--- src/hdl/est_pkg.sv ---
package est_pkg;

    localparam int unsigned INDEX_W = 10;
    localparam int unsigned DATA_W  = 32;
    localparam int unsigned POS_W   = 11;

    localparam logic REQ_WRITE  = 1'b0;
    localparam logic REQ_SEARCH = 1'b1;

    typedef struct packed {
        logic               req_type;
        logic [INDEX_W-1:0] entry_index;
        logic [DATA_W-1:0]  key_value;
    } req_t;

    typedef struct packed {
        logic             found;
        logic [POS_W-1:0] position;
    } rsp_t;

endpackage

--- src/hdl/est_search_ctrl.sv ---
module est_search_ctrl #(
    parameter int unsigned AW = 10,
    parameter int unsigned CW = 11,
    parameter int unsigned KW = 32
) (
    input  logic          clk,
    input  logic          rst_n,
    input  logic          search_go,
    input  logic [KW-1:0] search_key,
    input  logic [CW-1:0] search_count,
    output logic          busy,
    output logic          rd_en,
    output logic [AW-1:0] rd_addr,
    input  logic [KW-1:0] rd_data,
    output logic          result_valid,
    output est_pkg::rsp_t result
);

    localparam int unsigned PW = CW + 1;

    typedef enum logic [4:0] {
        S_IDLE   = 5'b00001,
        S_FIRST  = 5'b00010,
        S_DOUBLE = 5'b00100,
        S_BSETUP = 5'b01000,
        S_BIN    = 5'b10000
    } state_t;

    state_t state_reg, state_next;

    logic [KW-1:0] key_reg, key_next;
    logic [CW-1:0] n_reg, n_next;
    logic [PW-1:0] p_reg, p_next;
    logic [PW-1:0] step_reg, step_next;
    logic [AW-1:0] lo_reg, lo_next;
    logic [AW-1:0] hi_reg, hi_next;
    logic [AW-1:0] mid_reg, mid_next;
    logic          result_valid_reg, result_valid_next;
    est_pkg::rsp_t result_reg, result_next;

    // Shared compare unit: every probe of the table goes through it.
    logic          key_gt;
    logic          key_eq;

    logic [PW-1:0] p_adv;
    logic          p_adv_in;
    logic [AW-1:0] n_last;
    logic [AW:0]   sum_setup;
    logic [AW:0]   sum_up;
    logic [AW:0]   sum_down;
    logic [AW-1:0] mid_plus;
    logic [AW-1:0] mid_minus;

    assign key_gt = rd_data < key_reg;
    assign key_eq = rd_data == key_reg;

    assign p_adv     = p_reg + step_reg;
    assign p_adv_in  = p_adv < PW'(n_reg);
    assign n_last    = AW'(n_reg - CW'(1));
    assign mid_plus  = mid_reg + AW'(1);
    assign mid_minus = mid_reg - AW'(1);
    // Next midpoints for both compare outcomes are formed beside the compare.
    assign sum_setup = {1'b0, lo_reg} + {1'b0, hi_reg};
    assign sum_up    = {1'b0, mid_plus} + {1'b0, hi_reg};
    assign sum_down  = {1'b0, lo_reg} + {1'b0, mid_minus};

    always_comb
    begin
        state_next        = state_reg;
        key_next          = key_reg;
        n_next            = n_reg;
        p_next            = p_reg;
        step_next         = step_reg;
        lo_next           = lo_reg;
        hi_next           = hi_reg;
        mid_next          = mid_reg;
        result_valid_next = 1'b0;
        result_next       = result_reg;
        rd_en             = 1'b0;
        rd_addr           = '0;

        unique case (state_reg) inside
            S_IDLE:
            begin
                if (search_go)
                begin
                    key_next  = search_key;
                    n_next    = search_count;
                    p_next    = '0;
                    step_next = PW'(1);
                    if (search_count == '0)
                    begin
                        result_valid_next    = 1'b1;
                        result_next.found    = 1'b0;
                        result_next.position = '0;
                    end
                    else
                    begin
                        rd_en      = 1'b1;
                        rd_addr    = '0;
                        state_next = S_FIRST;
                    end
                end
            end
            S_FIRST, S_DOUBLE:
            begin
                if (key_gt)
                begin
                    if (p_adv_in)
                    begin
                        rd_en      = 1'b1;
                        rd_addr    = p_adv[AW-1:0];
                        p_next     = p_adv;
                        step_next  = step_reg << 1;
                        state_next = S_DOUBLE;
                    end
                    else
                    begin
                        lo_next    = p_reg[AW-1:0];
                        hi_next    = n_last;
                        state_next = S_BSETUP;
                    end
                end
                else if (state_reg == S_FIRST)
                begin
                    // Entry 0 already reaches the key, so it alone decides.
                    result_valid_next    = 1'b1;
                    result_next.found    = key_eq;
                    result_next.position = key_eq ? '0 : est_pkg::POS_W'(n_reg);
                    state_next           = S_IDLE;
                end
                else
                begin
                    lo_next    = AW'(p_reg - (step_reg >> 1));
                    hi_next    = p_reg[AW-1:0];
                    state_next = S_BSETUP;
                end
            end
            S_BSETUP:
            begin
                mid_next   = sum_setup[AW:1];
                rd_en      = 1'b1;
                rd_addr    = sum_setup[AW:1];
                state_next = S_BIN;
            end
            S_BIN:
            begin
                if (key_eq)
                begin
                    result_valid_next    = 1'b1;
                    result_next.found    = 1'b1;
                    result_next.position = est_pkg::POS_W'(mid_reg);
                    state_next           = S_IDLE;
                end
                else if ((key_gt && (mid_reg == hi_reg)) || (!key_gt && (mid_reg == lo_reg)))
                begin
                    // The range has closed without a match.
                    result_valid_next    = 1'b1;
                    result_next.found    = 1'b0;
                    result_next.position = est_pkg::POS_W'(n_reg);
                    state_next           = S_IDLE;
                end
                else if (key_gt)
                begin
                    lo_next  = mid_plus;
                    mid_next = sum_up[AW:1];
                    rd_en    = 1'b1;
                    rd_addr  = sum_up[AW:1];
                end
                else
                begin
                    hi_next  = mid_minus;
                    mid_next = sum_down[AW:1];
                    rd_en    = 1'b1;
                    rd_addr  = sum_down[AW:1];
                end
            end
            default:
            begin
                state_next = S_IDLE;
            end
        endcase
    end

    always_ff @(posedge clk or negedge rst_n)
    begin
        if (!rst_n)
        begin
            state_reg        <= S_IDLE;
            result_valid_reg <= 1'b0;
        end
        else
        begin
            state_reg        <= state_next;
            result_valid_reg <= result_valid_next;
        end
    end

    always_ff @(posedge clk)
    begin
        key_reg    <= key_next;
        n_reg      <= n_next;
        p_reg      <= p_next;
        step_reg   <= step_next;
        lo_reg     <= lo_next;
        hi_reg     <= hi_next;
        mid_reg    <= mid_next;
        result_reg <= result_next;
    end

    assign busy         = state_reg != S_IDLE;
    assign result_valid = result_valid_reg;
    assign result       = result_reg;

endmodule

--- config.mk ---
export PLATFORM = sky130hd
export DESIGN_NAME = est_search_ctrl
export DESIGN_NICKNAME = d
export VERILOG_FILES = /design/src/hdl/est_pkg.sv /design/src/hdl/est_search_ctrl.sv
export SDC_FILE = /design/constraint.sdc
export NUM_CORES = 1
export LEC_CHECK = 0
export BUFFER_PORTS_ARGS = -buffer_cell sky130_fd_sc_hd__buf_2
export CAP_MARGIN = 20
export CORE_UTILIZATION = 60
export CTS_CLUSTER_DIAMETER = 60
export DETAILED_ROUTE_END_ITERATION = 10
export MAX_ROUTING_LAYER = met4
export PLACE_DENSITY = 0.82
export SYNTH_ARGS = -nofsm -noshare
export SYNTH_HDL_FRONTEND = slang
export SYNTH_SLANG_ARGS = --single-unit
--- constraint.sdc ---
create_clock -name clk -period 9.6 [get_ports clk]
set_input_delay 0.48 -clock clk [delete_from_list [all_inputs] [get_ports clk]]
set_output_delay 0.48 -clock clk [all_outputs]
set_load 0.02 [all_outputs]
==> metrics.yaml, run 1 <==
status: "finished, final reports clean"
synthTopCellsByCount: "edfxtp_1, inv_1, ha_1"
critPathRequiredTime_ns: 9.12
r2r-end: "p_reg[9]"
setup_viol: 0
overflow: 0
synthFlopType: "edfxtp_1"
tightest_slew_ns: 0.9494
max_stage_delay_ns: 0.44
clock_sinks: 115
end_kind: "output pin"
grt_max_degree: 44
cp_num_buf_inv: 3
yosysSeqAreaShare_pct: 39.46
worstReg2RegStart: "p_reg[0]"
drive_above_1_share_pct: 16.93
fin_skew_ns: 0.01412
grt_pass1_wl_mm: 36.09
critical_path.top_delay_family: "compound AO/OA/AOI/OAI gates"
netlist.top_cell.by_area: "edfxtp_1"
synth-edff-count: 109
avgSynthCellArea_sq_um: 9.886
diodes: 0
syn_nets: 1055
ff2ff_setup_slack_ns: 4.65
ys_ff_latch: 115
wl_per_cell_um: 19.62
syn_area_sq_um: 8680
cap_violations: 0
drt_iter0_drc: 703
portBuffers: 102
slew_viol_final: 0
synthTopCellsByArea: "edfxtp_1, ha_1, xnor2_1"
antenna_found_initial: 0
holdPathEnd: "key_reg[3]"
cts_tree: "built"
power_leakage_nw: 4.335
htree_num_levels: 4
numCtsBuffers: 17
vias_per_cell: 6.186
drtPass1Iterations: 6
cts-resized-gates: 0
clkLatencyLatePin_ns: 0.42
hold_viol: 0
ir_drop_uv: 228.9
crit_fanout: 10
postLayoutCellArea_sq_um: 9926
min_path_type: "input pin to register"
dpl.hpwl_mm: 17.84
grt_util_all_layers_pct: 33.62
yosysMostFrequentCell: "edfxtp_1"
finalWeightedCongestion: 0.9821
vias: 7287
fp.dieH_um: 122.3
coreArea_sq_um: 13990
path_class: "register to output pin"
start_kind: "register"
dieArea_sq_um: 14950
rsz0062_at_grt: "no"
cts_root_buffer: "clkbuf_16"
row_count: 43
area_growth_pct: 14.36
final.period_utilization_pct: 53.51
die_w_um: 122.3
p_per_area_nw_per_um2: 326.8
largest_register_ffs: 32
drc: 0
rr_worst_depth: 18
whs_path_depth: 1
setup_tns_ns: 0
clkSlewWorstSetupHoldPaths_ns: 0.06
hold_path.startpoint: "search_key[3]"
start_util_pct: 62.05
max-clock-path-buffers: 2
slowest_stage: "edfxtp_1"
pin_count: 103
max_freq_ghz: 0.1947
yosysTopAreaCellShare_pct: 37.71
syn_inst: 878
crit_chain: "ha_1 > inv_1 > fa_1 > nor2b_1 > o21ai_0 > a21boi_0 > o21ai_0 > nand2b_1 > xnor2_1 > inv_1 > ha_1 > a21o_1 > a211oi_1 > nand2b_1 > o21ai_0 > and4_1 > nand2_4 > o221ai_2 > buf_2"
cp.arrival_ns: 4.66
slew_headroom_pct: 36.55
period_needed_ns: 5.137
synthDistinctLibCells: 76
final_nets: 1162
place_area_sq_um: 9359
ant_nets: 0
drt_wl_total_mm: 23.11
cpMostUsedCell: "o21ai_0"
ys_warn_count: 0
grt_pass1_vias: 7091
synthArstFlopShare_pct: 5.217
[where the power goes]
part	switching, mW	internal (mW)	leakage [nW]
clock	0.232	0.354	0.251
sequential	0.130	0.778	1.09
combinational	1.08	0.672	2.99
[timing repair]
item	4_1_cts	5_1_grt
hold endpoints to repair	5	0
hold buffers	1	0
buffers inserted	0	0
[cell families after synthesis]
| group | synth area share [%] |
|---|---|
| and+or+nand+nor | 15.29 |
| AOI/OAI and AO/OA | 15.28 |
| buffers and inverters | 5.521 |
| DFF | 39.46 |
| adders and majority gates | 14.70 |
| xor gates and xnor gates | 7.871 |
| muxes | 1.874 |
[cell type report]
| class | count | area (sq um) |
|---|---|---|
| Inverter | 96 | 360.3 |
| Multi-Input combinational cell | 643 | 4786 |
| Sequential cell | 115 | 3425 |
| Fill cell | 1046 | 4063 |
| Timing Repair Buffer | 112 | 585.6 |
| Clock buffer | 19 | 432.9 |
| Tap cell | 180 | 225.2 |
| Clock inverter | 13 | 111.4 |
[worst max path at each step]
| stage | from | to | depth (start not counted) |
|---|---|---|---|
| final | p_reg[0] | rd_addr[6] | 19 |
| after global routing | p_reg[0] | rd_addr[9] | 19 |
| after CTS | p_reg[0] | rd_addr[6] | 19 |
| after detailed placement | p_reg[0] | p_reg[6] | 18 |
| after global placement | p_reg[0] | p_reg[6] | 18 |
| after floorplan | p_reg[0] | p_reg[0] | 18 |
[placed cells by master, fill, tap and decap left out, types with 10 or more instances in the layout]
cell type	count
a21o_1	15
ha_1	94
nor2_1	43
a31oi_1	12
edfxtp_1	109
clkbuf_16	17
inv_1	94
a22o_1	10
a21oi_1	50
nand3_1	22
nor3_1	30
mux2i_1	14
nor4_1	11
o21ai_0	36
xor2_1	33
nand2_1	67
nand4_1	14
xnor2_1	45
buf_2	103
[per-stage QoR]
step	instances	power, mW	hold slack (ns)	utilization, %	setup slack [ns]
3_3_place_gp	1143	2.558	0.3170	66.91	4.889
3_5_place_dp	1143	2.605	0.3233	66.91	4.665
2_1_floorplan	878	2.137	0.1844	-	5.436
4_1_cts	1176	3.200	0.2255	70.87	4.505
5_1_grt	1178	3.458	0.2169	70.96	4.075
6_report	1178	3.244	0.2291	70.96	4.463
[metal layers]
layer	up-vias	GRT usage, %	wire length, um
li1	3431	-	-
met1	3395	41.45	9316
met2	380	52.39	10740
met3	81	7.574	2096
met4	0	16.01	951
met5	-	-	0
Note: power is estimated with default switching activity, not from simulation.
==> run 2: changes to the inputs <==
Settings changed: CORE_UTILIZATION 60 to 54, PLACE_DENSITY 0.82 to 0.78.
Clock period 9.6 ns to 4.4 ns, I/O delays scaled along.
==> metrics.yaml, run 2 (synthesis gave the netlist of run 1 again) <==
status: "finished, final reports clean"
drc: 0
end_kind: "output pin"
p_per_area_nw_per_um2: 717.8
ant_nets: 0
slew_headroom_pct: 35.16
dpl.hpwl_mm: 18.41
drt_wl_total_mm: 26.35
hold_viol: 0
wl_met2_mm: 12.48
dieArea_sq_um: 16580
wl_per_cell_um: 20.72
portBuffers: 102
cp.arrival_ns: 4.06
largest_register_ffs: 32
ir_drop_uv: 464.2
setup_tns_ns: 0
slew_viol_final: 0
crit_fanout: 10
cap_violations: 0
drive_above_1_share_pct: 18.87
cts_root_buffer: "clkbuf_16"
die_w_um: 128.8
vias_per_cell: 6.144
min_path_type: "input pin to async pin"
tightest_slew_ns: 0.9683
coreArea_sq_um: 15430
overflow: 0
htree_num_levels: 4
max_freq_ghz: 0.2337
cts_tree: "built"
vias: 7815
fin_cells: 1272
start_util_pct: 56.26
row_count: 45
mostFrequentLayoutCell: "edfxtp_1"
pin_count: 103
dp_cells: 1188
n_fill_cell: 1148
wl_met1_mm: 10.44
fin_skew_ns: 0.01703
final.period_utilization_pct: 97.26
drtPass1Iterations: 6
clock_sinks: 115
final_cell_mix: "edfxtp_1, buf_2, inv_1"
start_kind: "register"
path_class: "register to output pin"
setup_viol: 0
max-clock-path-buffers: 2
clkSlewWorstSetupHoldPaths_ns: 0.06
fp.dieH_um: 128.8
grt_pass1_wl_mm: 39.54
highest_layer: "met4"
grt_pass1_vias: 7474
area_growth_pct: 22.69
antenna_found_initial: 1
final_nets: 1224
wl_met3_mm: 2.165
period_needed_ns: 4.280
finalWeightedCongestion: 1.103
critPathRequiredTime_ns: 4.18
clkLatencyLatePin_ns: 0.43
drt_iter0_drc: 818
grt_max_degree: 41
power_leakage_nw: 4.642
grt_util_all_layers_pct: 33.35
numCtsBuffers: 17
run 2: cell count changes in the layout (fill, tap and decap cells not counted), sizes merged:
cell / previous run / this run
buf: 111 / 130
bufinv: 1 / 3
clkinvlp: 5 / 3
inv: 96 / 97
dlygate4sd3: 1 / 44
diode: 0 / 1
clkbuf: 19 / 18
run 2: through the flow:
step	area (sq um)	util (%)	hold slack (ns)	worst slack [ns]	total power, mW
after floorplan	8680	-	-0.07559	0.2355	4.663
after global placement	9503	61.60	0.05438	0.4304	5.791
after detailed placement	9503	61.60	0.05442	0.2848	5.854
after CTS	10550	68.39	0.1557	0.0003095	7.348
after global routing	10650	69.03	0.1716	-0.05785	8.076
final	10650	69.03	0.1546	0.1204	7.644
run 2: final timing paths:
path,depth (start not counted),from,slack [ns],endpoint
worst max-delay path,14,p_reg[1],0.12,rd_addr[9]
min in group clk,4,search_go,0.16,state_reg[0]
worst min-delay path,2,rst_n,0.15,result_valid
worst min register to register,1,step_reg[0],0.58,step_reg[1]
max in group asynchronous,2,rst_n,4.02,state_reg[0]
worst max register to register,14,p_reg[1],0.44,step_reg[9]
run 2: power breakdown:
group          internal, mW  total (mW)  switching (mW)  leakage [nW]
sequential             1.69        1.98           0.287          1.09
combinational          1.71        4.26            2.55          3.27
clock                 0.885        1.40           0.514         0.282
run 2: cell type report:
type | instances | area [sq um] | share of cell area [%]
antenna | 1 | 2.502 | 0.02350
inverter | 96 | 360.3 | 3.384
clock buffer | 18 | 429.2 | 4.030
multi-input combinational | 643 | 4843 | 45.48
clock inverter | 14 | 161.4 | 1.516
tap | 211 | 264.0 | 2.479
sequential | 115 | 3425 | 32.16
timing repair buffer | 174 | 1164 | 10.93
run 2: per-layer routing:
metal / up-vias / global-route usage, %
li1: 3557 / -
met1: 3726 / 39.86
met2: 442 / 53.64
met3: 90 / 6.778
met4: 0 / 16.68
met5: - / -
run 2: timing repair:
item	CTS	global route
hold buffers	44	0
gates cloned	0	0
buffers inserted	0	6
endpoints found under the hold margin	49	0
endpoints found under the setup margin	8	29
pin swaps	0	5
gates resized for setup	5	14
run 2: critical path, stage by stage (launching register included):
cell and delay (ns):
edfxtp_1 0.49, ha_1 0.37, a211oi_1 0.38, o21a_1 0.22, o21bai_1 0.10, xor2_2 0.22
ha_1 0.29, a21o_1 0.19, a211oi_2 0.25, nand2b_1 0.08, o21ai_1 0.18, and4_4 0.30
nand2_8 0.12, o221ai_2 0.24, buf_2 0.20
